## src/ffc_pkg.sv

```systemverilog
`default_nettype none

package ffc_pkg;

    localparam logic [7:0] KEY_ESC   = 8'd27;
    localparam logic [7:0] KEY_CR    = 8'h0D;
    localparam logic [7:0] KEY_LF    = 8'h0A;
    localparam logic [7:0] KEY_EQ    = 8'h3D;
    localparam logic [7:0] KEY_PLUS  = 8'h2B;
    localparam logic [7:0] KEY_MINUS = 8'h2D;
    localparam logic [7:0] KEY_STAR  = 8'h2A;
    localparam logic [7:0] KEY_SLASH = 8'h2F;
    localparam logic [7:0] KEY_LC_C  = 8'h63;
    localparam logic [7:0] KEY_UC_C  = 8'h43;
    localparam logic [7:0] KEY_D0    = 8'h30;
    localparam logic [7:0] KEY_D9    = 8'h39;

    localparam logic [31:0] INT_MIN_BITS = 32'h8000_0000;
    localparam logic [35:0] ENTRY_MAX    = 36'd2147483647;

    typedef enum logic [2:0] {
        OP_NONE = 3'd0,
        OP_ADD  = 3'd1,
        OP_SUB  = 3'd2,
        OP_MUL  = 3'd3,
        OP_DIV  = 3'd4
    } op_t;

    typedef enum logic [1:0] {
        KC_NONE  = 2'd0,
        KC_CLEAR = 2'd1,
        KC_OP    = 2'd2,
        KC_DIGIT = 2'd3
    } key_class_t;

    typedef enum logic [2:0] {
        ST_IDLE   = 3'd0,
        ST_DECODE = 3'd1,
        ST_ITER   = 3'd2,
        ST_FIN    = 3'd3,
        ST_RESULT = 3'd4
    } state_t;

    typedef struct packed {
        logic load_key;
        logic apply;
        logic start_iter;
        logic step;
        logic finish_iter;
        logic capture;
    } ctrl_cmd_t;

    typedef struct packed {
        logic need_iter;
        logic iter_last;
    } dp_status_t;

    function automatic key_class_t key_class(input logic [7:0] k);
        key_class_t c;
        c = KC_NONE;
        unique case (k) inside
            KEY_ESC, KEY_LC_C, KEY_UC_C:
                c = KC_CLEAR;
            KEY_CR, KEY_LF, KEY_EQ, KEY_PLUS, KEY_MINUS, KEY_STAR, KEY_SLASH:
                c = KC_OP;
            [KEY_D0:KEY_D9]:
                c = KC_DIGIT;
            default:
                c = KC_NONE;
        endcase
        return c;
    endfunction

    function automatic op_t key_op(input logic [7:0] k);
        op_t o;
        o = OP_NONE;
        unique case (k)
            KEY_PLUS:  o = OP_ADD;
            KEY_MINUS: o = OP_SUB;
            KEY_STAR:  o = OP_MUL;
            KEY_SLASH: o = OP_DIV;
            default:   o = OP_NONE;
        endcase
        return o;
    endfunction

endpackage

`default_nettype wire

```

## src/ffc_ctrl.sv

```systemverilog
`default_nettype none

module ffc_ctrl
(
    input  wire logic                  clk,
    input  wire logic                  rst_n,
    input  wire logic                  key_valid,
    output logic                       key_stall,
    output logic                       res_valid,
    input  wire logic                  res_stall,
    input  wire ffc_pkg::dp_status_t   status,
    output ffc_pkg::ctrl_cmd_t         cmd
);

    ffc_pkg::state_t state_reg;
    ffc_pkg::state_t state_next;
    logic            res_valid_reg;
    logic            res_valid_next;
    logic            out_free;

    assign out_free = !res_valid_reg || !res_stall;

    always_ff @(posedge clk or negedge rst_n)
    begin
        if (!rst_n)
        begin
            state_reg     <= ffc_pkg::ST_IDLE;
            res_valid_reg <= 1'b0;
        end
        else
        begin
            state_reg     <= state_next;
            res_valid_reg <= res_valid_next;
        end
    end

    always_comb
    begin
        state_next = state_reg;
        unique case (state_reg)
            ffc_pkg::ST_IDLE:
            begin
                if (key_valid)
                    state_next = ffc_pkg::ST_DECODE;
            end
            ffc_pkg::ST_DECODE:
            begin
                if (status.need_iter)
                    state_next = ffc_pkg::ST_ITER;
                else
                    state_next = ffc_pkg::ST_RESULT;
            end
            ffc_pkg::ST_ITER:
            begin
                if (status.iter_last)
                    state_next = ffc_pkg::ST_FIN;
            end
            ffc_pkg::ST_FIN:
                state_next = ffc_pkg::ST_RESULT;
            ffc_pkg::ST_RESULT:
            begin
                if (out_free)
                    state_next = ffc_pkg::ST_IDLE;
            end
            default:
                state_next = ffc_pkg::ST_IDLE;
        endcase
    end

    always_comb
    begin
        cmd = '0;
        unique case (state_reg)
            ffc_pkg::ST_IDLE:
                cmd.load_key = key_valid;
            ffc_pkg::ST_DECODE:
            begin
                cmd.start_iter = status.need_iter;
                cmd.apply      = !status.need_iter;
            end
            ffc_pkg::ST_ITER:
                cmd.step = 1'b1;
            ffc_pkg::ST_FIN:
                cmd.finish_iter = 1'b1;
            ffc_pkg::ST_RESULT:
                cmd.capture = out_free;
            default:
                cmd = '0;
        endcase
    end

    always_comb
    begin
        res_valid_next = res_valid_reg;
        if (cmd.capture)
            res_valid_next = 1'b1;
        else if (res_valid_reg && !res_stall)
            res_valid_next = 1'b0;
    end

    assign key_stall = (state_reg != ffc_pkg::ST_IDLE);
    assign res_valid = res_valid_reg;

endmodule

`default_nettype wire

```

## src/ffc_dp.sv

```systemverilog
`default_nettype none

module ffc_dp
(
    input  wire logic                  clk,
    input  wire logic                  rst_n,
    input  wire logic [7:0]            key_code,
    input  wire ffc_pkg::ctrl_cmd_t    cmd,
    output ffc_pkg::dp_status_t        status,
    output logic signed [31:0]         shown_value,
    output logic                       key_accepted,
    output logic                       shows_result
);

    logic [7:0]           key_reg;
    logic [31:0]          acc_reg;
    logic [31:0]          acc_next;
    logic [31:0]          disp_reg;
    logic [31:0]          disp_next;
    ffc_pkg::op_t         op_reg;
    ffc_pkg::op_t         op_next;
    logic                 fresh_reg;
    logic                 fresh_next;
    logic                 frozen_reg;
    logic                 frozen_next;
    logic                 accepted_reg;
    logic                 accepted_next;

    // shared iterative unit: x = multiplicand / quotient, y = multiplier / divisor,
    // z = product / remainder
    logic [31:0]          x_reg;
    logic [31:0]          x_next;
    logic [31:0]          y_reg;
    logic [31:0]          y_next;
    logic [31:0]          z_reg;
    logic [31:0]          z_next;
    logic                 neg_reg;
    logic                 neg_next;
    logic [4:0]           cnt_reg;
    logic [4:0]           cnt_next;

    logic [31:0]          out_value_reg;
    logic                 out_accepted_reg;
    logic                 out_fresh_reg;

    ffc_pkg::key_class_t  cls;
    ffc_pkg::op_t         kop;
    logic [31:0]          operand;
    logic [31:0]          digit;
    logic [35:0]          disp_ext;
    logic [35:0]          entry_sum;
    logic                 entry_ovf;
    logic [31:0]          simple_a;
    logic [31:0]          fin_a;
    logic [31:0]          rem_sh;
    logic [32:0]          rem_diff;
    logic                 is_mul;

    assign cls       = ffc_pkg::key_class(key_reg);
    assign kop       = ffc_pkg::key_op(key_reg);
    assign operand   = (disp_reg == ffc_pkg::INT_MIN_BITS) ? 32'd0 : disp_reg;
    assign digit     = {28'd0, key_reg[3:0]};
    assign disp_ext  = {4'd0, disp_reg};
    assign entry_sum = (disp_ext << 3) + (disp_ext << 1) + {32'd0, key_reg[3:0]};
    assign entry_ovf = (entry_sum > ffc_pkg::ENTRY_MAX);
    assign is_mul    = (op_reg == ffc_pkg::OP_MUL);

    assign rem_sh    = {z_reg[30:0], x_reg[31]};
    assign rem_diff  = {1'b0, rem_sh} - {1'b0, y_reg};

    assign fin_a     = is_mul ? z_reg : (neg_reg ? (32'd0 - x_reg) : x_reg);

    always_comb
    begin
        case (op_reg)
            ffc_pkg::OP_ADD: simple_a = acc_reg + operand;
            ffc_pkg::OP_SUB: simple_a = acc_reg - operand;
            ffc_pkg::OP_DIV: simple_a = acc_reg;
            ffc_pkg::OP_MUL: simple_a = acc_reg;
            default:         simple_a = operand;
        endcase
    end

    assign status.need_iter = (cls == ffc_pkg::KC_OP) &&
                              (is_mul || (op_reg == ffc_pkg::OP_DIV && operand != 32'd0));
    assign status.iter_last = (cnt_reg == 5'd31);

    always_comb
    begin
        acc_next      = acc_reg;
        disp_next     = disp_reg;
        op_next       = op_reg;
        fresh_next    = fresh_reg;
        frozen_next   = frozen_reg;
        accepted_next = accepted_reg;

        if (cmd.apply)
        begin
            accepted_next = 1'b1;
            unique case (cls)
                ffc_pkg::KC_CLEAR:
                begin
                    acc_next    = 32'd0;
                    disp_next   = 32'd0;
                    op_next     = ffc_pkg::OP_NONE;
                    fresh_next  = 1'b1;
                    frozen_next = 1'b0;
                end
                ffc_pkg::KC_OP:
                begin
                    acc_next    = simple_a;
                    disp_next   = simple_a;
                    op_next     = kop;
                    fresh_next  = 1'b1;
                    frozen_next = 1'b0;
                end
                ffc_pkg::KC_DIGIT:
                begin
                    if (fresh_reg)
                    begin
                        disp_next   = digit;
                        fresh_next  = 1'b0;
                        frozen_next = 1'b0;
                    end
                    else if (!frozen_reg)
                    begin
                        if (entry_ovf)
                            frozen_next = 1'b1;
                        else
                            disp_next = entry_sum[31:0];
                    end
                end
                default:
                    accepted_next = 1'b0;
            endcase
        end
        else if (cmd.start_iter)
        begin
            accepted_next = 1'b1;
        end
        else if (cmd.finish_iter)
        begin
            acc_next    = fin_a;
            disp_next   = fin_a;
            op_next     = kop;
            fresh_next  = 1'b1;
            frozen_next = 1'b0;
        end
    end

    always_comb
    begin
        x_next   = x_reg;
        y_next   = y_reg;
        z_next   = z_reg;
        neg_next = neg_reg;
        cnt_next = cnt_reg;
        if (cmd.start_iter)
        begin
            cnt_next = 5'd0;
            z_next   = 32'd0;
            neg_next = acc_reg[31] ^ operand[31];
            if (is_mul)
            begin
                x_next = acc_reg;
                y_next = operand;
            end
            else
            begin
                x_next = acc_reg[31] ? (32'd0 - acc_reg) : acc_reg;
                y_next = operand[31] ? (32'd0 - operand) : operand;
            end
        end
        else if (cmd.step)
        begin
            cnt_next = cnt_reg + 5'd1;
            if (is_mul)
            begin
                z_next = z_reg + (y_reg[0] ? x_reg : 32'd0);
                x_next = {x_reg[30:0], 1'b0};
                y_next = {1'b0, y_reg[31:1]};
            end
            else
            begin
                z_next = rem_diff[32] ? rem_sh : rem_diff[31:0];
                x_next = {x_reg[30:0], !rem_diff[32]};
            end
        end
    end

    always_ff @(posedge clk or negedge rst_n)
    begin
        if (!rst_n)
        begin
            acc_reg      <= 32'd0;
            disp_reg     <= 32'd0;
            op_reg       <= ffc_pkg::OP_NONE;
            fresh_reg    <= 1'b1;
            frozen_reg   <= 1'b0;
            accepted_reg <= 1'b0;
            cnt_reg      <= 5'd0;
        end
        else
        begin
            acc_reg      <= acc_next;
            disp_reg     <= disp_next;
            op_reg       <= op_next;
            fresh_reg    <= fresh_next;
            frozen_reg   <= frozen_next;
            accepted_reg <= accepted_next;
            cnt_reg      <= cnt_next;
        end
    end

    always_ff @(posedge clk)
    begin
        if (cmd.load_key)
            key_reg <= key_code;
        x_reg   <= x_next;
        y_reg   <= y_next;
        z_reg   <= z_next;
        neg_reg <= neg_next;
        if (cmd.capture)
        begin
            out_value_reg    <= disp_reg;
            out_accepted_reg <= accepted_reg;
            out_fresh_reg    <= fresh_reg;
        end
    end

    assign shown_value  = $signed(out_value_reg);
    assign key_accepted = out_accepted_reg;
    assign shows_result = out_fresh_reg;

endmodule

`default_nettype wire

```

## src/four_function_calculator_keypad.sv

```systemverilog
// A clear, digit, ignored key, or operator finishing none/add/sub/divide-by-zero goes
// from decode straight to the result register; finishing a multiply or divide first
// runs 32 passes of the shared shift-add / restoring-divide unit, then a finish step.
// Keys: the next key is taken only after the previous key's result has been captured.
// Reset (rst_n, asynchronous, active low): accumulator and display 0, no pending operator,
// fresh entry set, no result pending.
`default_nettype none

module four_function_calculator_keypad
(
    input  wire logic               clk,
    input  wire logic               rst_n,
    input  wire logic               key_valid,
    output logic                    key_stall,
    input  wire logic [7:0]         key_code,
    output logic                    res_valid,
    input  wire logic               res_stall,
    output logic signed [31:0]      shown_value,
    output logic                    key_accepted,
    output logic                    shows_result
);

    ffc_pkg::ctrl_cmd_t  cmd;
    ffc_pkg::dp_status_t status;

    ffc_ctrl u_ctrl
    (
        .clk       (clk),
        .rst_n     (rst_n),
        .key_valid (key_valid),
        .key_stall (key_stall),
        .res_valid (res_valid),
        .res_stall (res_stall),
        .status    (status),
        .cmd       (cmd)
    );

    ffc_dp u_dp
    (
        .clk          (clk),
        .rst_n        (rst_n),
        .key_code     (key_code),
        .cmd          (cmd),
        .status       (status),
        .shown_value  (shown_value),
        .key_accepted (key_accepted),
        .shows_result (shows_result)
    );

endmodule

`default_nettype wire

```

## config.mk

```make
export PLATFORM = sky130hd
export DESIGN_NAME = four_function_calculator_keypad
export DESIGN_NICKNAME = d
export VERILOG_FILES = /design/src/ffc_pkg.sv /design/src/ffc_ctrl.sv /design/src/ffc_dp.sv /design/src/four_function_calculator_keypad.sv
export SDC_FILE = /design/constraint.sdc
export NUM_CORES = 1
export LEC_CHECK = 0
export ABC_AREA = 1
export BUFFER_PORTS_ARGS = -buffer_cell sky130_fd_sc_hd__buf_2
export CAP_MARGIN = 20
export CORE_ASPECT_RATIO = 1.4
export CORE_MARGIN = 3
export CORE_UTILIZATION = 25
export CTS_CLUSTER_DIAMETER = 50
export CTS_CLUSTER_SIZE = 8
export DETAILED_ROUTE_END_ITERATION = 12
export HOLD_SLACK_MARGIN = 0.02
export PLACE_DENSITY = 0.38
export SETUP_SLACK_MARGIN = 0.3
export SLEW_MARGIN = 0
export SYNTH_ARGS = -nofsm -noshare
export SYNTH_HDL_FRONTEND = slang
export SYNTH_HIERARCHICAL = 1
export SYNTH_SLANG_ARGS = --single-unit
```

## constraint.sdc

```tcl
create_clock -name clk -period 5.53 [get_ports clk]
set_clock_uncertainty 0.2 [all_clocks]
set_input_delay 1.106 -clock clk [delete_from_list [all_inputs] [get_ports clk]]
set_output_delay 1.106 -clock clk [all_outputs]
set_load 0.01 [all_outputs]
```

==> results.md, run 1 <==
- Status: finished clean
- Chip width: 257.1 um
- Fraction of final layout cells sized beyond drive strength 1: approximately 6.4%
- Worst path arrival time: just over 5 ns
- Gr ovfl total: 0
- Worst reg2reg path startpoint: u_dp/disp_reg[1]
- Actual slew at the worst max-slew pin: approximately 0.96 ns
- Clk network pwr share: ~20%
- # hold bufs at CTS: 0
- Flops & latches, synth: between 200 and 250
- Post-route insts no fill: between 4000 and 5000
- Clock Sinks: about 220
- Combinational power share: a little under 60%
- Leakage: 0.01192 uW
- CP required: between 5 and 6 ns
- MaxCap Viol Count: 0
- Vias post-DR: between 20000 and 25000
- CTS tree: built
- R2R cell count: 25
- RSZ-0062 raised after global routing: false
- Internal reg-to-reg setup slack: 0.65 ns
- Number of setup violations in the final report: 0
- Final Hold Fails: 0
- Initial antenna violation count: 1
- DR iter-0 viols: 1406
- Largest net degree at the start of global routing: between 60 and 70
- Hold_sp: u_dp/accepted_reg
- Vias per cell: approximately 5
- Seq/Total Area, Yosys: 26.42%
- CTS buffer count: 37
- Post-CTS sizing: 0
- HPWL Detailed: a little over 80 mm
- Synth warn: 6
- DRT Wirelength: just over 100 mm
- Post-detailed-route count of antenna-violating nets: 0
- Synth Area per Inst: 6.425 sq um
- End of the worst register-to-register path: u_dp/acc_reg[29]
- PwrDens: between 400 and 500 nW/um^2
- Worst Hold Path Cells: 0
- Synth area leaders: nand2_1 16%, edfxtp_1 15%, ha_1 9.5%
- GRT Overall Usage: roughly 22%
- Full die area: roughly 92000 sq um
- Post-CTS setup buffers: 0
- Clock Path Buffers: 3
- Worst skew pair latency: between 0.5 and 0.6 ns
- Final TNS setup: 0 ns
- Crit end category: register
- Die Y: 357.6 um
- Syn Inst Count: around 3400
- Power, Total: 11420 uW
- Kind of critical path: reg2reg
- DR pass1 iterations: 5
- Number of global-route vias before repair: about 23000
- Syn Nets: between 3000 and 4000
- Synth Cell Area: approximately 22000 sq um
- Initial Util: between 20% and 30%
- Sw power: 5962 uW
- Yosys cell types: 56
- Placed Cells: roughly 4600
- Residual DRC count: 0
- H-Tree Depth: 2
- Min Tclk post-route: 4.879 ns
- PortBufs: 47
- Switching share of power: 52.21%
- Hold Path Class: reg2reg
- Synth top area share: between 15 and 20%
- Top-count cell post-synth: nand2_1
- Sequential Power Share: between 20% and 30%
- VDD IR max: between 0.2 and 0.3 mV
- Routed wire length per instance: 21.88 um
- Fmax: between 0.2 and 0.25 GHz
- Largest area contributor in the netlist: nand2_1
- Internal power: between 5000 and 6000 uW
- Clock-pin slew on the worst setup and hold paths: 0.05 ns
- Synth Flop Type: edfxtp_1
- Async S/R FF share, synth: between 30% and 40%
- First-pass GRT wire length: 149.7 mm
- Crit path max fanout: 6
- # IOs: 48
- Row cnt: approximately 130
- Slew Viols, Final: 0
- Gpl congestion: ~0.95
- Clock Tree Root: clkbuf_16
- NumNets Final: ~3700
- Number of enable flip-flop cells after synthesis: between 100 and 150
- Rel. slew slack: 35.34%
- Period utilization: between 80% and 90%
- Core Area: roughly 87000 sq um
- Worst Hold End: u_dp/key_accepted
- Startpoint types: register
- P&R area growth vs syn: 13.27%
- Synth top cells by count: 924 x nand2_1, 425 x inv_1, 323 x o21ai_0
- Ant diodes: 0
==> logic make-up after synthesis <==
logic type / after synthesis / share of synthesized area, %
adders and majority gates: 173 / 9.978
buffers and inverters: 543 / 9.428
and+or+nand+nor: 1610 / 30.32
DFF: 218 / 26.42
xor gates and xnor gates: 97 / 3.849
AOI/OAI and AO/OA: 794 / 20.00
==> power by group through the flow <==
| stage | Clock (uW) | Combinational (uW) | Sequential (uW) |
|---|---|---|---|
| after global placement | 0 | 6640 | 2590 |
| after CTS | 2310 | 6660 | 2560 |
| after global routing | 2350 | 7390 | 2610 |
| final | 2230 | 6630 | 2570 |
| after detailed placement | 0 | 6620 | 2580 |
| after floorplan | 0 | 4310 | 2450 |
==> critical path: stages, from the launching register on <==
cell and delay (ns):
dfrtp_1 0.45, inv_1 0.15, ha_1 0.22, inv_1 0.09
nor2_1 0.19, nand4_1 0.25, nor2_2 0.25, nand2_1 0.16
nor2_2 0.26, nand2_1 0.10, xor2_1 0.18, nand2_1 0.07
o21ai_0 0.15, ha_1 0.44, nand2_1 0.11, nor2_1 0.22
nand2_1 0.17, nor2_1 0.13, nand2_1 0.15, nand3_1 0.12
nand2_1 0.05, o21bai_1 0.14, nand2_1 0.13, o21ai_0 0.23
nand2_1 0.08, o21ai_0 0.09
==> placed cells by master (no fill, tap or decap), types with 5 or more instances in the layout <==
master,synthesis,final
inv_2,11,11
o21bai_1,25,25
dfxtp_1,32,32
edfxtp_1,107,107
a21o_1,15,15
clkbuf_1,79,16
xnor2_1,16,16
nand4_1,37,37
nor2_1,316,307
buf_2,14,47
xor2_1,81,81
ha_1,168,168
nor3_1,47,47
nand2_1,924,923
buf_4,2,59
o21a_1,8,8
inv_1,425,424
dfrtp_1,78,78
or2_2,15,15
nor2_4,2,7
fa_1,5,5
o22ai_1,18,18
o221ai_1,12,12
o21ai_0,323,322
a21oi_1,257,256
o211ai_1,31,31
nor4_1,19,19
a31oi_1,45,45
nand3b_1,17,17
nand2_2,5,6
nand3_1,212,212
a21boi_0,19,19
nor2_2,9,13
o21ai_1,23,23
clkbuf_16,0,38
==> stage by stage <==
stage	instance area, sq um	hold WS [ns]	utilization [%]	setup slack, ns
2_1_floorplan	22070	0.2259	-	0.9054
3_3_place_gp	23850	0.2825	27.32	0.5155
3_5_place_dp	23850	0.2707	27.33	0.4703
4_1_cts	24980	0.2629	28.62	0.4448
5_1_grt	25000	0.2749	28.64	0.3377
6_report	25000	0.2490	28.64	0.6511
==> routing by layer <==
layer | vias to the layer above | GRT usage [%] | share of wire [%]
met4 | 0 | 12.11 | 6.3
met1 | 10770 | 23.80 | 39
met5 | - | 0 | 0
met3 | 181 | 1.575 | 2.8
li1 | 11600 | - | -
met2 | 430 | 41.63 | 52
==> worst max-delay path by stage <==
stage / start / endpoint / slack [ns] / cells past startpoint
2_1_floorplan: u_dp/disp_reg[1] / u_dp/y_reg[0] / 0.91 / 17
3_3_place_gp: u_dp/disp_reg[1] / u_dp/acc_reg[29] / 0.52 / 25
3_5_place_dp: u_dp/disp_reg[1] / u_dp/disp_reg[2] / 0.47 / 19
4_1_cts: u_dp/disp_reg[1] / u_dp/disp_reg[2] / 0.44 / 19
5_1_grt: u_dp/disp_reg[1] / u_dp/acc_reg[29] / 0.34 / 25
6_report: u_dp/disp_reg[1] / u_dp/acc_reg[29] / 0.65 / 25
==> area by class of cell <==
cell class,instances,area [sq um]
Fill cell,10010,62290
Multi-Input combinational cell,2674,14220
Sequential cell,218,5832
Inverter,439,1649
Tap cell,1170,1464
Clock buffer,58,1066
Timing Repair Buffer,108,703.2
Clock inverter,6,61.31
Power figures use the tool's default switching activity.
==> run 2, diff against run 1 <==
CORE_UTILIZATION = 40   (was 25)
PLACE_DENSITY = 0.54   (was 0.38)
==> results.md, run 2 (synthesis gave the netlist of run 1 again) <==
- Startpoint types: register
- Full die area: 58070 sq um (-37%)
- Post-CTS sizing: 0 (unchanged)
- Post-detailed-route count of antenna-violating nets: 0 (unchanged)
- CTS buffer count: 39 (+5.4%)
- RSZ-0062 raised after global routing: false
- Fillers: 5743 (-43%)
- Post-CTS setup buffers: 0 (unchanged)
- Gpl congestion: 1.030 (+8.9%)
- P&R area growth vs syn: 11.17%
- NumNets Final: 3663 (unchanged)
- Fmax: 0.2073 GHz (+1.2%)
- Clock Tree Root: clkbuf_16
- Number of global-route vias before repair: 23510 (+0.28%)
- H-Tree Depth: 2 (unchanged)
- Rel. slew slack: 31.53% (-3.8 points)
- Number of setup violations in the final report: 0 (unchanged)
- Hold_ws: 0.2455 ns (-0.003503 ns)
- Initial Util: 40.52% (+15 points)
- Row cnt: 101 (-21%)
- # IOs: 48 (unchanged)
- Core Area: 54470 sq um (-38%)
- Final worst slack: 0.7071 ns (+0.05594 ns)
- DR iter-0 viols: 2001 (+42%)
- Leakage: 0.01197 uW (+0.40%)
- First-pass GRT wire length: 137.4 mm (-8.3%)
- Residual DRC count: 0 (unchanged)
- Kind of critical path: reg2reg
- Placed Cells: 4157 (-9.8%)
- PortBufs: 47 (unchanged)
- Slew Viols, Final: 0 (unchanged)
- Cell area after layout: 24540 sq um (-1.8%)
- HPWL Detailed: 71.81 mm (-13%)
- Crit path max fanout: 6 (unchanged)
- Min Tclk post-route: 4.823 ns (-0.05594 ns)
- Vias post-DR: 23740 (+3.3%)
- MaxCap Viol Count: 0 (unchanged)
- DRT Wirelength: 91.88 mm (-10%)
- Status: finished clean
- VDD IR max: 0.2631 mV (-3.4%)
- Largest net degree at the start of global routing: 93 (+41%)
- Vias per cell: 5.611 (+14%)
- Post-route insts no fill: 4231 (-9.5%)
- PwrDens: 463.5 nW/um^2 (+1.4%)
- Fraction of final layout cells sized beyond drive strength 1: 6.327% (-0.068 points)
- Final Hold Fails: 0 (unchanged)
- # hold bufs at CTS: 0 (unchanged)
- Initial antenna violation count: 0 (-1)
- Final TNS setup: 0 ns (unchanged)
- CP required: 5.81 ns (about the same)
- Worst path arrival time: 5.11 ns (-0.04 ns)
- Period utilization: 87.21% (-1.0 points)
- Pre-CTS WS: 0.7382 ns (+0.2679 ns)
- CTS tree: built
- Slowest CP cell: dfrtp_1
- Cell Area, Placed: 23280 sq um (-2.4%)
- Most common cell after layout, fill and taps aside: nand2_1
- Worst skew pair latency: 0.55 ns (about the same)
- Clock-pin slew on the worst setup and hold paths: 0.05 ns (about the same)
- Clock Path Buffers: 3 (unchanged)
- GRT Overall Usage: 30.87% (+9.1 points)
- Clock Sinks: 218 (unchanged)
- Hold Path Class: reg2reg
- Gr ovfl total: 0 (unchanged)
- Chip width: 204.5 um (-20%)
- Routed wire length per instance: 21.72 um (-0.76%)
- Leading cell types in the layout, fill and taps excluded: 924 x nand2_1, 424 x inv_1, 322 x o21ai_0
- CP dominant cell by count: nand2_1
- CP peak stage delay: 0.46 ns (about the same)
- Crit end category: register
- Actual slew at the worst max-slew pin: 1.027 ns (+0.06729 ns)
- DR pass1 iterations: 9 (+4)
- Die Y: 283.9 um (-21%)
==> run 2: cell type report <==
| class | count | area [sq um] | area share [%] |
|---|---|---|---|
| multi-input cells | 2674 | 14210 | 57.91 |
| flip-flops and latches | 218 | 5832 | 23.77 |
| inverters | 439 | 1648 | 6.716 |
| clock buffers | 59 | 1071 | 4.365 |
| well taps | 721 | 902.1 | 3.677 |
| repair buffers | 106 | 705.7 | 2.876 |
| clock inverters | 13 | 166.4 | 0.6782 |
| diodes | 1 | 2.502 | 0.01020 |
==> run 2: worst max-delay path: cells and delay by family (launching register included) <==
family	cells	cell delay [ns]
AO/OA/AOI/OAI	1	0.10
XOR/XNOR	1	0.16
adder cells (fa/ha/maj)	2	0.64
buffers and inverters	3	0.38
flip-flops	1	0.46
AND/OR/NAND/NOR	21	2.80
==> run 2: metal layers <==
metal / GRT usage, % / part of all wire [%]
met4: 17.35 / 6.8
met1: 35.25 / 39
met2: 55.53 / 50
met5: 0 / 0
met3: 3.339 / 5.0
==> run 2: final timing paths <==
| path | startpoint | end | depth (start not counted) | slack, ns |
|---|---|---|---|---|
| max in group asynchronous | rst_n | u_dp/acc_reg[1] | 2 | 3.71 |
| max | u_dp/disp_reg[1] | u_dp/disp_reg[27] | 28 | 0.71 |
| min in group asynchronous | rst_n | u_dp/cnt_reg[1] | 1 | 0.37 |
| min reg2reg | u_dp/accepted_reg | u_dp/key_accepted | 0 | 0.25 |
| min | u_dp/accepted_reg | u_dp/key_accepted | 0 | 0.25 |
| max reg2reg | u_dp/disp_reg[1] | u_dp/disp_reg[27] | 28 | 0.71 |
==> run 2: through the flow <==
step           utilization (%)  total power [uW]
2_1_floorplan                -              6769
3_3_place_gp             42.70              8822
3_5_place_dp             42.74              8899
4_1_cts                  45.01             11320
5_1_grt                  45.04             12230
6_report                 45.05             11370
==> run 2: power by group <==
part	switching (uW)	internal (uW)	total, uW
Clock	884	1480	2360
Combinational	4450	2010	6460
Sequential	472	2070	2540
Total	5800	5570	11400
